`config.mk`:
```
export PLATFORM = sky130hd
export DESIGN_NAME = joystick_pan_tilt_zoom_controller
export DESIGN_NICKNAME = d
export VERILOG_FILES = /design/src/rtl/jptz_pkg.sv /design/src/rtl/jptz_front.sv /design/src/rtl/jptz_plan_queue.sv /design/src/rtl/jptz_back.sv /design/src/rtl/jptz_rsp_queue.sv /design/src/rtl/joystick_pan_tilt_zoom_controller.sv
export VERILOG_INCLUDE_DIRS = /design/src /design/src/rtl
export SDC_FILE = /design/constraint.sdc
export NUM_CORES = 1
export LEC_CHECK = 0
export BUFFER_PORTS_ARGS = -buffer_cell sky130_fd_sc_hd__buf_4
export CAP_MARGIN = 20
export CORE_ASPECT_RATIO = 0.9
export CORE_MARGIN = 3
export CORE_UTILIZATION = 56
export DETAILED_ROUTE_END_ITERATION = 7
export PLACE_DENSITY = 0.83
export SETUP_SLACK_MARGIN = 0.15
export SLEW_MARGIN = 20
export SYNTH_ARGS = -nofsm -noshare
export SYNTH_HDL_FRONTEND = slang
export SYNTH_SLANG_ARGS = --single-unit
```
`constraint.sdc`:
```
create_clock -name clock -period 5.63 [get_ports clock]
set_clock_uncertainty 0.1 [all_clocks]
set_input_delay 0 -clock clock [delete_from_list [all_inputs] [get_ports clock]]
set_output_delay 0 -clock clock [all_outputs]
set_load 0.01 [all_outputs]
```
`src/rtl/joystick_pan_tilt_zoom_controller_defines.svh`:
```
// Assertion macros for the pan/tilt/zoom joystick controller.
`ifndef JOYSTICK_PAN_TILT_ZOOM_CONTROLLER_DEFINES_SVH
`define JOYSTICK_PAN_TILT_ZOOM_CONTROLLER_DEFINES_SVH

// Condition that must hold at every edge out of reset.
`define JPTZ_ASSERT_HOLDS(label, expr) \
   label: assert property (@(posedge clock) disable iff (reset) (expr)) \
      else $error("jptz: invariant violated");

// Trigger at one edge implies the condition at the next edge.
`define JPTZ_ASSERT_NEXT(label, trig, expr) \
   label: assert property (@(posedge clock) disable iff (reset) (trig) |=> (expr)) \
      else $error("jptz: sequencing violated");

`endif

```
`src/rtl/jptz_pkg.sv`:
```
// Shared types, constants and tables of the pan/tilt/zoom joystick controller.
package jptz_pkg;

   // Preset slots: four preset buttons, of which PRESET_COUNT are live
   localparam int PRESET_COUNT   = 4;
   localparam int PRESET_BUTTONS = 4;
   localparam int PRESET_SLOTS   = (PRESET_COUNT < PRESET_BUTTONS) ? PRESET_COUNT
                                                                   : PRESET_BUTTONS;

   // Button bit positions
   localparam int BTN_CAM1    = 0;
   localparam int BTN_CAM2    = 1;
   localparam int BTN_PRESET0 = 2;
   localparam int BTN_HOME    = 6;

   // Event bits of one poll, in execution order
   localparam int EV_JOY_MOVE = 0;
   localparam int EV_JOY_ZOOM = 1;
   localparam int EV_CAM1     = 2;
   localparam int EV_CAM2     = 3;
   localparam int EV_PRESET0  = 4;
   localparam int EV_CENTER   = EV_PRESET0 + 2 * PRESET_BUTTONS;
   localparam int EV_COUNT    = EV_CENTER + 1;

   // Register indexes of the CSR port
   localparam logic [1:0] CSR_STICK_CENTER  = 2'd0;
   localparam logic [1:0] CSR_DEAD_ZONE     = 2'd1;
   localparam logic [1:0] CSR_MOVE_INTERVAL = 2'd2;

   // Position limits and steps
   localparam logic [7:0] PAN_MAX   = 8'd180;
   localparam logic [7:0] PAN_STEP  = 8'd2;
   localparam logic [7:0] PAN_HOME  = 8'd90;
   localparam logic [6:0] TILT_MAX  = 7'd90;
   localparam logic [6:0] TILT_STEP = 7'd2;
   localparam logic [6:0] TILT_HOME = 7'd45;
   localparam logic [3:0] ZOOM_HOME = 4'd1;
   localparam logic [3:0] ZOOM_MAX  = 4'd8;

   // Queue sizes (powers of two)
   localparam int PLAN_DEPTH = 2;
   localparam int PLAN_PTR_W = $clog2(PLAN_DEPTH);
   localparam int PLAN_CNT_W = $clog2(PLAN_DEPTH + 1);
   localparam int RSP_DEPTH  = 4;
   localparam int RSP_PTR_W  = $clog2(RSP_DEPTH);
   localparam int RSP_CNT_W  = $clog2(RSP_DEPTH + 1);

   typedef enum logic [1:0] {
      CMD_MOVE = 2'd0,
      CMD_ZOOM = 2'd1,
      CMD_CAM  = 2'd2
   } cmd_type;

   typedef struct packed {
      logic [11:0] stick_x;
      logic [11:0] stick_y;
      logic [11:0] zoom_knob;
      logic [6:0]  buttons;
      logic [31:0] now_ms;
   } req_type;

   typedef struct packed {
      cmd_type     command;
      logic [7:0]  pan;
      logic [6:0]  tilt;
      logic [3:0]  zoom;
      logic        camera;
      logic        last;
   } rsp_type;

   typedef struct packed {
      logic [11:0] stick_center;
      logic [10:0] dead_zone;
      logic [15:0] move_interval_ms;
   } cfg_type;

   localparam cfg_type CFG_RESET = '{stick_center: 12'd2048, dead_zone: 11'd200,
                                     move_interval_ms: 16'd50};

   // Poll after classification by the front end
   typedef struct packed {
      logic [6:0]  rise;
      logic        center_held;
      logic        move_x;
      logic        pos_x;
      logic        move_y;
      logic        pos_y;
      logic [3:0]  dial_zoom;
      logic [31:0] now_ms;
   } plan_type;

   typedef struct packed {
      logic [7:0] pan;
      logic [6:0] tilt;
      logic [3:0] zoom;
   } preset_type;

   typedef struct packed {
      logic busy;
      logic emit;
   } back_status_type;

   // Power-up preset positions
   function automatic preset_type preset_default(input int idx);
      preset_type p;
      unique case (idx)
         0:       p = '{pan: 8'd90,  tilt: 7'd45, zoom: 4'd1};
         1:       p = '{pan: 8'd45,  tilt: 7'd30, zoom: 4'd1};
         2:       p = '{pan: 8'd135, tilt: 7'd30, zoom: 4'd1};
         3:       p = '{pan: 8'd90,  tilt: 7'd60, zoom: 4'd2};
         default: p = '{pan: PAN_HOME, tilt: TILT_HOME, zoom: ZOOM_HOME};
      endcase
      return p;
   endfunction

endpackage

```
`src/rtl/jptz_front.sv`:
```
// Front end: takes polls, finds button edges, deadzone hits and the dial zoom.
module jptz_front (
   input  logic              clock,
   input  logic              reset,
   input  jptz_pkg::cfg_type cfg,
   input  jptz_pkg::req_type req_data,
   input  logic              accept,
   output jptz_pkg::plan_type plan
);
   import jptz_pkg::*;

   logic [6:0]  prev_buttons_ff, prev_buttons_in;
   logic [14:0] dial_x7;
   logic        x_hi, y_hi;
   logic [11:0] x_mag, y_mag;

   // Previous button levels, updated per accepted poll
   always_comb begin
      prev_buttons_in = accept ? req_data.buttons : prev_buttons_ff;
   end

   always_ff @(posedge clock) begin
      if (reset) begin
         prev_buttons_ff <= '0;
      end else begin
         prev_buttons_ff <= prev_buttons_in;
      end
   end

   // Axis offset magnitude against the rest position
   always_comb begin
      x_hi  = req_data.stick_x > cfg.stick_center;
      y_hi  = req_data.stick_y > cfg.stick_center;
      x_mag = x_hi ? req_data.stick_x - cfg.stick_center
                   : cfg.stick_center - req_data.stick_x;
      y_mag = y_hi ? req_data.stick_y - cfg.stick_center
                   : cfg.stick_center - req_data.stick_y;
   end

   // Dial times 7, top three bits, plus one
   always_comb begin
      dial_x7 = {req_data.zoom_knob, 3'b000} - {3'b000, req_data.zoom_knob};
   end

   always_comb begin
      plan.rise        = req_data.buttons & ~prev_buttons_ff;
      plan.center_held = req_data.buttons[BTN_HOME];
      plan.move_x      = x_mag > {1'b0, cfg.dead_zone};
      plan.pos_x       = x_hi;
      plan.move_y      = y_mag > {1'b0, cfg.dead_zone};
      plan.pos_y       = y_hi;
      plan.dial_zoom   = {1'b0, dial_x7[14:12]} + 4'd1;
      plan.now_ms      = req_data.now_ms;
   end

endmodule

```
`src/rtl/jptz_plan_queue.sv`:
```
// Short queue of classified polls between front and back end.
module jptz_plan_queue (
   input  logic               clock,
   input  logic               reset,
   input  logic               push,
   input  jptz_pkg::plan_type push_data,
   input  logic               pop,
   output jptz_pkg::plan_type head,
   output logic               valid,
   output logic               full
);
   import jptz_pkg::*;

   plan_type               mem_ff [PLAN_DEPTH];
   logic [PLAN_PTR_W-1:0]  wr_ptr_ff, wr_ptr_in, rd_ptr_ff, rd_ptr_in;
   logic [PLAN_CNT_W-1:0]  cnt_ff, cnt_in;

   // Pointer and fill bookkeeping
   always_comb begin
      wr_ptr_in = push ? wr_ptr_ff + PLAN_PTR_W'(1) : wr_ptr_ff;
      rd_ptr_in = pop  ? rd_ptr_ff + PLAN_PTR_W'(1) : rd_ptr_ff;
      cnt_in    = cnt_ff + PLAN_CNT_W'(push) - PLAN_CNT_W'(pop);
   end

   always_ff @(posedge clock) begin
      if (reset) begin
         wr_ptr_ff <= '0;
         rd_ptr_ff <= '0;
         cnt_ff    <= '0;
      end else begin
         wr_ptr_ff <= wr_ptr_in;
         rd_ptr_ff <= rd_ptr_in;
         cnt_ff    <= cnt_in;
      end
   end

   // Storage
   always_ff @(posedge clock) begin
      if (push) begin
         mem_ff[wr_ptr_ff] <= push_data;
      end
   end

   assign head  = mem_ff[rd_ptr_ff];
   assign valid = cnt_ff != '0;
   assign full  = cnt_ff == PLAN_CNT_W'(PLAN_DEPTH);

endmodule

```
`src/rtl/jptz_back.sv`:
```
// Back end: holds pan/tilt/zoom state and presets, plays out one command per cycle while the result queue has room.
module jptz_back (
   input  logic                     clock,
   input  logic                     reset,
   input  jptz_pkg::cfg_type        cfg,
   input  logic                     plan_valid,
   input  jptz_pkg::plan_type       plan,
   output logic                     plan_pop,
   input  logic                     rsp_full,
   output logic                     rsp_push,
   output jptz_pkg::rsp_type        rsp_data,
   output jptz_pkg::back_status_type status
);
   import jptz_pkg::*;

   logic                 active_ff, active_in;
   logic [EV_COUNT-1:0]  mask_ff, mask_in;
   plan_type             item_ff, item_in;
   logic [7:0]           pan_ff, pan_in;
   logic [6:0]           tilt_ff, tilt_in;
   logic [3:0]           zoom_ff, zoom_in;
   logic                 cam_ff, cam_in;
   logic [31:0]          last_move_ff, last_move_in;
   preset_type           preset_ff [PRESET_SLOTS];
   preset_type           preset_in [PRESET_SLOTS];

   logic                 zoom_chg, joy_want, joy_act, finishing, emit, load;
   logic [31:0]          elapsed;
   logic [EV_COUNT-1:0]  new_mask, sel;
   logic [7:0]           pan_nx;
   logic [6:0]           tilt_nx;
   logic [3:0]           zoom_nx;
   logic                 cam_nx;
   cmd_type              cmd_nx;

   // Joystick gate and event list of the poll at the queue head
   always_comb begin
      zoom_chg = plan.dial_zoom != zoom_ff;
      joy_want = plan.move_x | plan.move_y | zoom_chg;
      elapsed  = plan.now_ms - last_move_ff;
      joy_act  = joy_want & (elapsed > {16'd0, cfg.move_interval_ms});
      new_mask = '0;
      new_mask[EV_JOY_MOVE] = joy_act & (plan.move_x | plan.move_y);
      new_mask[EV_JOY_ZOOM] = joy_act & zoom_chg;
      new_mask[EV_CAM1]     = plan.rise[BTN_CAM1];
      new_mask[EV_CAM2]     = plan.rise[BTN_CAM2];
      for (int i = 0; i < PRESET_SLOTS; i++) begin
         new_mask[EV_PRESET0 + 2 * i]     = plan.rise[BTN_PRESET0 + i];
         new_mask[EV_PRESET0 + 2 * i + 1] = plan.rise[BTN_PRESET0 + i];
      end
      new_mask[EV_CENTER]   = plan.rise[BTN_HOME];
   end

   // Handshake: emit pending events, then a closing cycle that also loads the next poll
   always_comb begin
      sel       = mask_ff & (~mask_ff + EV_COUNT'(1));
      finishing = active_ff & (mask_ff == '0);
      emit      = active_ff & (mask_ff != '0) & ~rsp_full;
      load      = plan_valid & (~active_ff | finishing);
   end

   // State after the lowest pending event
   always_comb begin
      pan_nx  = pan_ff;
      tilt_nx = tilt_ff;
      zoom_nx = zoom_ff;
      cam_nx  = cam_ff;
      cmd_nx  = CMD_MOVE;
      if (sel[EV_JOY_MOVE]) begin
         if (item_ff.move_x) begin
            if (item_ff.pos_x) begin
               pan_nx = (pan_ff > PAN_MAX - PAN_STEP) ? PAN_MAX : pan_ff + PAN_STEP;
            end else begin
               pan_nx = (pan_ff < PAN_STEP) ? 8'd0 : pan_ff - PAN_STEP;
            end
         end
         if (item_ff.move_y) begin
            if (item_ff.pos_y) begin
               tilt_nx = (tilt_ff > TILT_MAX - TILT_STEP) ? TILT_MAX : tilt_ff + TILT_STEP;
            end else begin
               tilt_nx = (tilt_ff < TILT_STEP) ? 7'd0 : tilt_ff - TILT_STEP;
            end
         end
      end
      if (sel[EV_JOY_ZOOM]) begin
         zoom_nx = item_ff.dial_zoom;
         cmd_nx  = CMD_ZOOM;
      end
      if (sel[EV_CAM1]) begin
         cam_nx = 1'b0;
         cmd_nx = CMD_CAM;
      end
      if (sel[EV_CAM2]) begin
         cam_nx = 1'b1;
         cmd_nx = CMD_CAM;
      end
      for (int i = 0; i < PRESET_SLOTS; i++) begin
         if (sel[EV_PRESET0 + 2 * i]) begin
            pan_nx  = preset_ff[i].pan;
            tilt_nx = preset_ff[i].tilt;
            zoom_nx = preset_ff[i].zoom;
         end
         if (sel[EV_PRESET0 + 2 * i + 1]) begin
            cmd_nx = CMD_ZOOM;
         end
      end
      if (sel[EV_CENTER]) begin
         pan_nx  = PAN_HOME;
         tilt_nx = TILT_HOME;
      end
   end

   // Result of this cycle's event
   always_comb begin
      rsp_push         = emit;
      rsp_data.command = cmd_nx;
      rsp_data.pan     = pan_nx;
      rsp_data.tilt    = tilt_nx;
      rsp_data.zoom    = zoom_nx;
      rsp_data.camera  = cam_nx;
      rsp_data.last    = (mask_ff & ~sel) == '0;
      plan_pop         = load;
      status.busy      = active_ff;
      status.emit      = emit;
   end

   // Next register values
   always_comb begin
      active_in    = load ? 1'b1 : (finishing ? 1'b0 : active_ff);
      mask_in      = load ? new_mask : (emit ? (mask_ff & ~sel) : mask_ff);
      item_in      = load ? plan : item_ff;
      last_move_in = (load & joy_act) ? plan.now_ms : last_move_ff;
      pan_in       = emit ? pan_nx  : pan_ff;
      tilt_in      = emit ? tilt_nx : tilt_ff;
      zoom_in      = emit ? zoom_nx : zoom_ff;
      cam_in       = emit ? cam_nx  : cam_ff;
      // preset save while center is held, after all commands of the poll
      for (int i = 0; i < PRESET_SLOTS; i++) begin
         if (finishing & item_ff.center_held & item_ff.rise[BTN_PRESET0 + i]) begin
            preset_in[i] = '{pan: pan_ff, tilt: tilt_ff, zoom: zoom_ff};
         end else begin
            preset_in[i] = preset_ff[i];
         end
      end
   end

   always_ff @(posedge clock) begin
      if (reset) begin
         active_ff    <= 1'b0;
         mask_ff      <= '0;
         pan_ff       <= PAN_HOME;
         tilt_ff      <= TILT_HOME;
         zoom_ff      <= ZOOM_HOME;
         cam_ff       <= 1'b0;
         last_move_ff <= '0;
         for (int i = 0; i < PRESET_SLOTS; i++) begin
            preset_ff[i] <= preset_default(i);
         end
      end else begin
         active_ff    <= active_in;
         mask_ff      <= mask_in;
         pan_ff       <= pan_in;
         tilt_ff      <= tilt_in;
         zoom_ff      <= zoom_in;
         cam_ff       <= cam_in;
         last_move_ff <= last_move_in;
         for (int i = 0; i < PRESET_SLOTS; i++) begin
            preset_ff[i] <= preset_in[i];
         end
      end
   end

   // Poll being played out
   always_ff @(posedge clock) begin
      item_ff <= item_in;
   end

endmodule

```
`src/rtl/jptz_rsp_queue.sv`:
```
// Result queue feeding the rsp_ port.
module jptz_rsp_queue (
   input  logic              clock,
   input  logic              reset,
   input  logic              push,
   input  jptz_pkg::rsp_type push_data,
   input  logic              pop,
   output jptz_pkg::rsp_type head,
   output logic              empty,
   output logic              full
);
   import jptz_pkg::*;

   rsp_type               mem_ff [RSP_DEPTH];
   logic [RSP_PTR_W-1:0]  wr_ptr_ff, wr_ptr_in, rd_ptr_ff, rd_ptr_in;
   logic [RSP_CNT_W-1:0]  cnt_ff, cnt_in;
   logic                  do_pop;

   // Pointer and fill bookkeeping
   always_comb begin
      do_pop    = pop & (cnt_ff != '0);
      wr_ptr_in = push   ? wr_ptr_ff + RSP_PTR_W'(1) : wr_ptr_ff;
      rd_ptr_in = do_pop ? rd_ptr_ff + RSP_PTR_W'(1) : rd_ptr_ff;
      cnt_in    = cnt_ff + RSP_CNT_W'(push) - RSP_CNT_W'(do_pop);
   end

   always_ff @(posedge clock) begin
      if (reset) begin
         wr_ptr_ff <= '0;
         rd_ptr_ff <= '0;
         cnt_ff    <= '0;
      end else begin
         wr_ptr_ff <= wr_ptr_in;
         rd_ptr_ff <= rd_ptr_in;
         cnt_ff    <= cnt_in;
      end
   end

   // Storage
   always_ff @(posedge clock) begin
      if (push) begin
         mem_ff[wr_ptr_ff] <= push_data;
      end
   end

   assign head  = mem_ff[rd_ptr_ff];
   assign empty = cnt_ff == '0;
   assign full  = cnt_ff == RSP_CNT_W'(RSP_DEPTH);

endmodule

```
`src/rtl/joystick_pan_tilt_zoom_controller.sv`:
```
// Top level of the pan/tilt/zoom joystick controller.
`include "joystick_pan_tilt_zoom_controller_defines.svh"

// Polls go in through a queue-style push port and come back as zero to thirteen
// camera commands (move, set zoom, select camera), each carrying pan, tilt, zoom
// and camera after that command, with last set on the final one of a poll. The
// front end classifies a poll in the cycle it is accepted; a two-entry queue then
// feeds the back end, which emits the commands of a poll one at a time and then
// closes the poll in a closing step that also loads the next poll. The back end
// waits whenever the four-entry result queue is full. The user must write
// registers through csr_ only while no poll is in flight; the block does not
// enforce this.
module joystick_pan_tilt_zoom_controller (
   input  logic              clock,
   input  logic              reset,
   input  logic              req_push,
   output logic              req_full,
   input  jptz_pkg::req_type req_data,
   output logic              rsp_empty,
   input  logic              rsp_pop,
   output jptz_pkg::rsp_type rsp_data,
   input  logic              csr_we,
   input  logic [1:0]        csr_index,
   input  logic [15:0]       csr_wdata
);
   import jptz_pkg::*;

   cfg_type          cfg_ff, cfg_in;
   logic             req_accept;
   plan_type         front_plan, head_plan;
   logic             plan_valid, plan_full, plan_pop;
   logic             rsp_push, rsp_full;
   rsp_type          back_rsp;
   back_status_type  back_status;
   logic             rsp_in_range;

   // Configuration registers
   always_comb begin
      cfg_in = cfg_ff;
      if (csr_we) begin
         unique case (csr_index)
            CSR_STICK_CENTER:  cfg_in.stick_center     = csr_wdata[11:0];
            CSR_DEAD_ZONE:     cfg_in.dead_zone        = csr_wdata[10:0];
            CSR_MOVE_INTERVAL: cfg_in.move_interval_ms = csr_wdata;
            default:           cfg_in = cfg_ff;
         endcase
      end
   end

   always_ff @(posedge clock) begin
      if (reset) begin
         cfg_ff <= CFG_RESET;
      end else begin
         cfg_ff <= cfg_in;
      end
   end

   assign req_full   = plan_full;
   assign req_accept = req_push & ~plan_full;

   jptz_front u_front (
      .clock    (clock),
      .reset    (reset),
      .cfg      (cfg_ff),
      .req_data (req_data),
      .accept   (req_accept),
      .plan     (front_plan)
   );

   jptz_plan_queue u_plan_queue (
      .clock     (clock),
      .reset     (reset),
      .push      (req_accept),
      .push_data (front_plan),
      .pop       (plan_pop),
      .head      (head_plan),
      .valid     (plan_valid),
      .full      (plan_full)
   );

   jptz_back u_back (
      .clock      (clock),
      .reset      (reset),
      .cfg        (cfg_ff),
      .plan_valid (plan_valid),
      .plan       (head_plan),
      .plan_pop   (plan_pop),
      .rsp_full   (rsp_full),
      .rsp_push   (rsp_push),
      .rsp_data   (back_rsp),
      .status     (back_status)
   );

   jptz_rsp_queue u_rsp_queue (
      .clock     (clock),
      .reset     (reset),
      .push      (rsp_push),
      .push_data (back_rsp),
      .pop       (rsp_pop),
      .head      (rsp_data),
      .empty     (rsp_empty),
      .full      (rsp_full)
   );

   // Reported positions stay inside the mechanical limits
   assign rsp_in_range = rsp_data.pan <= PAN_MAX && rsp_data.tilt <= TILT_MAX &&
                         rsp_data.zoom >= ZOOM_HOME && rsp_data.zoom <= ZOOM_MAX;
   `JPTZ_ASSERT_HOLDS(a_rsp_range, rsp_empty || rsp_in_range)
   // An idle back end picks up a waiting poll in the next cycle
   `JPTZ_ASSERT_NEXT(a_back_pickup, plan_valid && !back_status.busy, back_status.busy)
   // The back end never writes into a full result queue
   `JPTZ_ASSERT_HOLDS(a_no_overflow, !(back_status.emit && rsp_full))

endmodule
```
==> results of run 1 <==
kinds of logic (layout without fill, tap and decap cells):
group / Yosys count / after routing / synth area share
AOI/OAI and AO/OA: 544 / 544 / 0.1643
xor gates and xnor gates: 59 / 59 / 0.02379
adders and majority gates: 147 / 147 / 0.08651
buffers and inverters: 292 / 449 / 0.05281
DFF: 403 / 403 / 0.4640
muxes: 106 / 106 / 0.06341
and+or+nand+nor: 669 / 669 / 0.1453
Yosys cell counts (20+ instances only):
cell	instances	area, um^2
nor3_1	32	160.2
o21ai_0	66	330.3
nand3_1	25	125.1
a21oi_1	234	1171
a211oi_2	31	387.9
a211oi_1	20	150.1
nand4_1	24	150.1
xor2_1	23	201.4
nand3b_1	44	330.3
dfxtp_1	202	4044
ha_1	139	1739
nor2_1	98	367.9
inv_1	165	619.3
a21o_1	55	412.9
nor2b_1	29	181.4
o211ai_1	21	157.7
mux2i_1	60	600.6
edfxtp_1	201	6036
xnor2_1	36	315.3
mux2_2	22	247.7
clkbuf_1	103	386.6
nand2_1	342	1284
mux4_2	23	518.0
state kept, by name, summed over array words and instances (netlist names), named ones only:
register,flops
u_plan_queue.mem_ff,96
u_rsp_queue.mem_ff,92
u_back.preset_ff,76
cfg_ff,39
u_back.last_move_ff,32
u_back.item_ff,13
u_back.mask_ff,13
u_back.pan_ff,8
u_back.tilt_ff,7
u_front.prev_buttons_ff,7
u_back.zoom_ff,4
u_rsp_queue.cnt_ff,3
u_plan_queue.cnt_ff,2
u_rsp_queue.rd_ptr_ff,2
u_rsp_queue.wr_ptr_ff,2
u_back.active_ff,1
u_back.cam_ff,1
u_plan_queue.rd_ptr_ff,1
u_plan_queue.wr_ptr_ff,1
cells in the final DEF (no fill, tap or decap), types with 20 or more instances in the layout:
cell type | synthesis | routed
a211oi_1 | 20 | 20
clkbuf_16 | 0 | 39
ha_1 | 139 | 139
xor2_1 | 23 | 23
buf_4 | 2 | 139
nand4_1 | 24 | 24
mux2i_1 | 60 | 58
o21ai_0 | 66 | 66
xnor2_1 | 36 | 36
nor3_1 | 32 | 32
nor2b_1 | 29 | 29
inv_1 | 165 | 165
edfxtp_1 | 201 | 201
nand2_1 | 342 | 342
o211ai_1 | 21 | 21
dlygate4sd3_1 | 0 | 71
dfxtp_1 | 202 | 201
nor2_1 | 98 | 96
nand3_1 | 25 | 25
mux4_2 | 23 | 23
a211oi_2 | 31 | 31
nand3b_1 | 44 | 44
mux2_2 | 22 | 22
a21oi_1 | 234 | 233
a21o_1 | 55 | 55
where the power goes:
part           total (mW)  switching, mW  internal [mW]
Clock                2.54           1.14           1.39
Sequential           4.32          0.437           3.88
Combinational        6.32           3.78           2.54
per-layer routing:
layer  vias to the layer above  track usage  wire length [um]
li1                       8144            -                 -
met1                      8170       0.3489             22800
met2                       684       0.4301             25450
met3                        96      0.03625              3652
met4                         0      0.06557              1181
met5                         -            0                 0
final timing paths:
check / slack, ps / startpoint / depth (start not counted) / endpoint
max: 550 / flip-flop / 20 / u_back.last_move_ff[0]
min: 50 / req_data[74] / 4 / u_plan_queue.mem_ff[0][39]
max reg2reg: 550 / flip-flop / 20 / u_back.last_move_ff[0]
min reg2reg: 350 / u_back.preset_ff[0][18] / 2 / u_back.preset_ff[0][18]
stage by stage:
step           area, um^2  power (mW)  hold slack [ps]
3_3_place_gp        22880       10.26            84.91
4_1_cts             24820       13.10            3.671
2_1_floorplan       21730       8.875           -1.131
6_report            24840       13.18            51.09
3_5_place_dp        22880       10.50            87.74
5_1_grt             24840       14.03            66.92
critical path, stage by stage, from the launching register on:
cell and delay [ps]:
dfxtp_2 450, buf_4 260, mux2i_1 300, inv_1 80
ha_1 360, a21oi_1 430, o211ai_1 160, a21oi_1 230
o31ai_2 150, xor2_1 170, ha_1 320, nand4_1 130
nor4_1 260, a21oi_1 70, a211oi_1 260, o211ai_1 160
nor3b_2 250, nand4_4 100, and2_1 150, buf_4 270
a211oi_1 300
timing repair:
| item | CTS | global route |
|---|---|---|
| hold buffers | 71 | 0 |
| endpoints found under the hold margin | 179 | 0 |
| setup endpoints to repair | 0 | 34 |
| resized for setup | 0 | 3 |
area by class of cell:
cell class	count	area [um^2]	share of cell area
Inverter	166	623.1	0.02509
Clock buffer	55	1066	0.04292
Tap cell	483	604.3	0.02433
Multi-Input combinational cell	1525	10540	0.4243
Timing Repair Buffer	211	1765	0.07108
Sequential cell	403	10080	0.4059
Clock inverter	17	158.9	0.006398
==> metrics.csv, run 1 <==
metric,value,unit
status,finished clean,
grtUsageTotal,0.2553,
grt_pass1_vias,16660,
numCtsBuffers,39,
pre_cts_ws,577.3,ps
utilization,0.6584,
fillers,2889,
worst-path-max-fanout,32,
vdd_drop_max,447.3,uV
fin_crit,5079,ps
synth_seq_area_share,0.4640,
drcViolationCount,0,
ys_ff_latch,403,
numPortBuffers,122,
syn2layout_area_growth,14.33,%
maxCapViolCount,0,
antenna_found_initial,0,
avgViaCountPerCell,5.977,
initial_core_util,0.5759,
syn_area_per_cell,9.786,um^2
clkTransAtPathRegs,60,ps
die_x,213.6,um
grt_max_degree,105,
arrival,5440,ps
cts_root_buffer,clkbuf_16,
hold_viol_final,0,
finalSetupViolations,0,
hold_class,in2reg,
power.leakage,9.735,nW
core_area,0.03772,mm^2
power_density,530.7,mW/mm^2
max_freq,0.1969,GHz
rsz0062_at_grt,yes,
fin_cells,2860,
firstDrtPassIters,6,
h-tree-depth,2,
wl_per_cell,18.56,um
gp_congestion,0.8998,
ys.flop_type,dfxtp_1,
boundaryPins,123,
slew_violations,0,
drive_above_1_share,0.1296,
end_kind,flip-flop,
cts_setup_buffers,0,
dieHeight,192.9,um
dp.cells,2717,
cts_tree,built,
cts_buffer_depth,3,
nNetsFinal,2589,
worstMarginPinSlew,1073,ps
async_flop_share,0,
syn-instance-count,2220,
synth.net_count,2463,
ys_types,87,
clk_latency,560,ps
dpl.hpwl,36030,um
crit_type,reg2reg,
ant_nets,0,
cp-start-kind,flip-flop,
rows,67,
grt_overflow,0,
ys_warn_count,0,
vias,17090,
die-area,0.04120,mm^2
setup-tns-final,0,ps
period_share,0.9022,
max-slew-margin-rel,0.2834,
drt_iter0_markers,1717,
fin_ws,550.8,ps
synth_edf_count,201,
numClockSinks,403,
drt_wl_total,53080,um
grt_pass1_wl,85430,um
num_antenna_cells,0,
netlist_area,0.02172,mm^2
required,6000,ps
No activity file was read; power rests on OpenSTA's default activity.
==> run 2: changes to the inputs <==
--- a/config.mk
+++ b/config.mk
@@ -12,7 +12,7 @@
 export CORE_MARGIN = 3
 export CORE_UTILIZATION = 56
 export DETAILED_ROUTE_END_ITERATION = 7
-export PLACE_DENSITY = 0.83
+export PLACE_DENSITY = 0.84
 export SETUP_SLACK_MARGIN = 0.15
 export SLEW_MARGIN = 20
 export SYNTH_ARGS = -nofsm -noshare
==> metrics.csv, run 2 (synthesized netlist as in run 1, its figures left out) <==
metric,value,unit
min_to,u_plan_queue.mem_ff[1][37],
num_antenna_cells,0,
arrival,5330,ps
power_frac_comb,0.471,
drt_wl_total,53450,um
crit_slowest_cell,dfxtp_4,
clkPwrFrac,0.203,
largest_reg_flops,96,
worstPathCellList,buf_4 > mux2i_1 > inv_1 > ha_1 > a21oi_1 > o21a_1 > nor2b_1 > xnor2_1 > ha_1 > a21o_1 > a21o_1 > a21oi_1 > a21oi_1 > a211oi_1 > o211ai_1 > nor3b_2 > nand4_4 > and2_1 > buf_4 > a211oi_1,
boundaryPins,123,
power,13.33,mW
power_frac_seq,0.325,
power_density,533.4,mW/mm^2
swShare,0.4007,
status,finished clean,
max_freq,0.2013,GHz
drcViolationCount,0,
slew_violations,0,
numPortBuffers,122,
layout_commonest_cell,nand2_1,
core_area,0.03772,mm^2
dpl.hpwl,36040,um
pre_cts_ws,389.8,ps
power.internal,7.989,mW
wl_met1,22790,um
worst-path-max-fanout,32,
clkTransAtPathRegs,60,ps
drt_iter0_markers,1646,
maxCapViolCount,0,
rsz0062_at_grt,no,
numClockSinks,403,
nNetsFinal,2593,
dieHeight,192.9,um
timing.rr.end,u_back.last_move_ff[0],
clk_latency,560,ps
die_x,213.6,um
vdd_drop_max,367.3,uV
top_register,u_plan_queue.mem_ff,
firstDrtPassIters,6,
numCtsBuffers,39,
drive_above_1_share,0.1294,
route.met3.wl,3616,um
h-tree-depth,2,
largestRegisters,"u_plan_queue.mem_ff x96, u_rsp_queue.mem_ff x92, u_back.preset_ff x76",
gp_congestion,0.9141,
hold_class,in2reg,
syn2layout_area_growth,15.05,%
vias,17170,
grt_pass1_wl,86200,um
p_sw,5.342,mW
rows,67,
end_kind,flip-flop,
worstHoldStart,req_data[62],
utilization,0.6626,
holdWs,40.88,ps
period_share,0.8826,
hold_viol_final,0,
cts_buffer_depth,3,
fin_ws,661.2,ps
place_area,0.02287,mm^2
grtUsageTotal,0.2573,
setup-tns-final,0,ps
crit_type,reg2reg,
wl_per_cell,18.66,um
slowest_delay,480,ps
rrSetupSlack,660,ps
max-slew-margin-rel,0.3176,
required,5990,ps
initial_core_util,0.5759,
final_cell_area,0.02499,mm^2
top_layer,met4,
worstMarginPinSlew,1024,ps
wl_met2,25810,um
dp.cells,2715,
grt_overflow,0,
antenna_found_initial,0,
cp-start-kind,flip-flop,
grt_max_degree,118,
fin_crit,4969,ps
power.leakage,9.823,nW
r2r_cells,20,
cts_tree,built,
ant_nets,0,
cp_common_cell,a21oi_1,
finalSetupViolations,0,
cts_root_buffer,clkbuf_16,
avgViaCountPerCell,5.994,
whs_path_depth,4,
die-area,0.04120,mm^2
final_cell_mix,"nand2_1, a21oi_1, edfxtp_1",
grt_pass1_vias,16850,
fin_cells,2864,
## run 2: final cells by class
type,instances,area [um^2]
timing repair buffer,215,1812
fill,2797,12730
clock buffer,55,1097
clock inverter,17,232.7
sequential,403,10080
multi-input combinational,1525,10540
tap,483,604.3
inverter,166,623.1
## run 2: layer usage
layer | track usage | vias up
met5 | 0 | -
met4 | 0.06912 | 0
met3 | 0.03706 | 91
met2 | 0.4361 | 678
met1 | 0.3478 | 8266
li1 | - | 8133
## run 2: how the worst max path moves through the flow
stage	slack [ps]	to	start
final	660	u_back.last_move_ff[0]	flip-flop
after global routing	250	u_back.last_move_ff[24]	flip-flop
after CTS	390	u_back.last_move_ff[28]	flip-flop
after detailed placement	390	u_back.last_move_ff[0]	flip-flop
after global placement	580	u_back.last_move_ff[0]	flip-flop
after floorplan	260	u_back.last_move_ff[10]	flip-flop
## run 2: power by group through the flow
stage	Combinational [mW]	Sequential [mW]	Clock (mW)
after floorplan	4.75	4.13	0
after global placement	5.89	4.35	0
after detailed placement	6.08	4.38	0
after CTS	6.18	4.33	2.73
after global routing	6.96	4.40	2.85
final	6.28	4.34	2.71
## run 2: what timing repair did
action,in CTS,in global routing
endpoints found under the setup margin,0,36
hold buffers,76,0
setup buffers,0,1
gates resized for setup,0,2
hold endpoints to repair,163,0
## run 2: critical path, delay by kind of cell, from the launching register on
kind                     cells  cell delay, ps
buffers and inverters        3             610
multiplexers                 1             330
AO/OA/AOI/OAI                9            1820
AND/OR/NAND/NOR              4             680
flip-flops                   1             480
XOR/XNOR                     1             150
adder cells (fa/ha/maj)      2             670
==> run 3: changes to the inputs <==
--- a/config.mk
+++ b/config.mk
@@ -13,6 +13,7 @@
 export CORE_UTILIZATION = 56
 export DETAILED_ROUTE_END_ITERATION = 7
 export PLACE_DENSITY = 0.84
+export REMOVE_ABC_BUFFERS = 1
 export SETUP_SLACK_MARGIN = 0.15
 export SLEW_MARGIN = 20
 export SYNTH_ARGS = -nofsm -noshare
==> metrics.csv, run 3 (synthesized netlist as in run 1, its figures left out) <==
metric,value,unit
status,finished clean,
fillers,2844,
largestRegisters,"u_plan_queue.mem_ff x96, u_rsp_queue.mem_ff x92, u_back.preset_ff x76",
slew_violations,0,
gp_congestion,0.9005,
ant_nets,0,
cp_common_cell,a21o_1,
grt_pass1_vias,16640,
grt_overflow,0,
end_kind,flip-flop,
dp.cells,2713,
clkTransAtPathRegs,70,ps
cts_tree,built,
worst-path-max-fanout,7,
vdd_drop_max,360.4,uV
finalSetupViolations,0,
power.internal,8.087,mW
rsz0062_at_grt,no,
worstPathCellList,inv_1 > fa_1 > a21o_1 > a21o_1 > a2111oi_1 > o311ai_0 > nand2_1 > inv_1 > a21oi_1 > o221ai_1 > xor2_1 > ha_1 > a21o_1 > a21oi_1 > nor2b_1 > o21ai_0 > nand2b_1 > a211oi_1 > o21ai_0,
grt_pass1_wl,84450,um
numClockSinks,403,
firstDrtPassIters,6,
core_area,0.03772,mm^2
holdWs,76.49,ps
wl_per_cell,18.29,um
dpl.hpwl,35090,um
dieHeight,192.9,um
maxCapViolCount,0,
utilization,0.6633,
max_freq,0.1962,GHz
fin_cells,2863,
vias,17090,
slowest_delay,590,ps
crit_type,reg2reg,
drt_wl_total,52380,um
syn2layout_area_growth,15.18,%
crit_slowest_cell,a2111oi_1,
arrival,5210,ps
power_frac_comb,0.466,
period_share,0.9051,
antenna_found_initial,1,
boundaryPins,123,
drive_above_1_share,0.1308,
numCtsBuffers,40,
drt_iter0_markers,1533,
clk_latency,550,ps
max-slew-margin-rel,0.2939,
rows,67,
hold_viol_final,0,
fin_crit,5096,ps
nNetsFinal,2588,
power.leakage,9.821,nW
drcViolationCount,0,
layout_commonest_cell,nand2_1,
h-tree-depth,2,
swShare,0.3973,
worstMarginPinSlew,1058,ps
power_density,536.3,mW/mm^2
grt_max_degree,91,
initial_core_util,0.5759,
clkPwrFrac,0.211,
avgViaCountPerCell,5.970,
p_sw,5.330,mW
die_x,213.6,um
final_cell_mix,"nand2_1, a21oi_1, dfxtp_1, edfxtp_1, inv_1",
cts_setup_buffers,0,
die-area,0.04120,mm^2
top_register,u_plan_queue.mem_ff,
numPortBuffers,122,
power_frac_seq,0.322,
cts_buffer_depth,3,
required,5750,ps
grtUsageTotal,0.2528,
hold_class,in2reg,
cp-start-kind,flip-flop,
cts_root_buffer,clkbuf_16,
largest_reg_flops,96,
-- run 3: cell types whose count changed in the layout (fill, tap and decap cells not counted), sizes merged, moves of 2 or more --
cell         change
dlygate4sd3      -3
clkbuf           -7
bufinv           +2
clkinvlp         +3
buf              -3
inv              +5
diode            +3
-- run 3: critical path, delay by kind of cell (launching register included) --
| kind | cells | cell delay (ps) |
|---|---|---|
| compound gates | 11 | 2590 |
| fa+ha+maj | 2 | 750 |
| flops | 1 | 510 |
| buf+inv | 2 | 360 |
| simple gates | 3 | 280 |
| xor+xnor | 1 | 180 |
-- run 3: repair_timing --
item                                    4_1_cts  5_1_grt
hold buffers                                 73        0
gates resized for setup                       0        3
hold endpoints to repair                    168        0
endpoints found under the setup margin        0       36
-- run 3: layout make-up --
cell class              instances  area, um^2  area share
flip-flops and latches        403       10080      0.4029
clock inverters                26       312.8     0.01250
well taps                     483       604.3     0.02415
repair buffers                209        1755     0.07016
inverters                     166       623.1     0.02490
clock buffers                  48        1094     0.04370
diodes                          3       7.507   0.0003000
multi-input cells            1525       10540      0.4214
-- run 3: power groups by stage --
stage,Sequential (mW),Combinational (mW),Clock (mW)
after detailed placement,4.37,6.09,0
after CTS,4.31,6.18,2.87
after global placement,4.34,5.90,0
after global routing,4.39,6.90,2.99
after floorplan,4.31,4.41,0
final,4.33,6.26,2.84
-- run 3: path summary, 6_finish.rpt --
path / from / end / slack [ps] / cells past startpoint
worst max-delay path: cfg_ff[28] / u_plan_queue.mem_ff[1][37] / 530 / 19
worst min register to register: u_back.preset_ff[0][21] / u_back.preset_ff[0][21] / 350 / 2
worst min-delay path: req_data[47] / u_plan_queue.mem_ff[1][32] / 80 / 4
worst max register to register: cfg_ff[28] / u_plan_queue.mem_ff[1][37] / 530 / 19
-- run 3: metrics by stage --
step,worst slack (ps),power [mW],setup TNS (ps),instance area [um^2]
2_1_floorplan,-839.7,8.721,-26440,21200
3_3_place_gp,563.1,10.23,0,22850
3_5_place_dp,500.9,10.46,0,22850
4_1_cts,470.1,13.35,0,24990
5_1_grt,170.9,14.28,0,25020
6_report,534.4,13.42,0,25020
-- run 3: routing by layer --
layer | up-vias | track usage | share of wire
met5 | - | 0 | 0
met4 | 0 | 0.07395 | 0.023
met3 | 104 | 0.03414 | 0.065
met2 | 634 | 0.4210 | 0.47
met1 | 8216 | 0.3469 | 0.44
li1 | 8138 | - | -
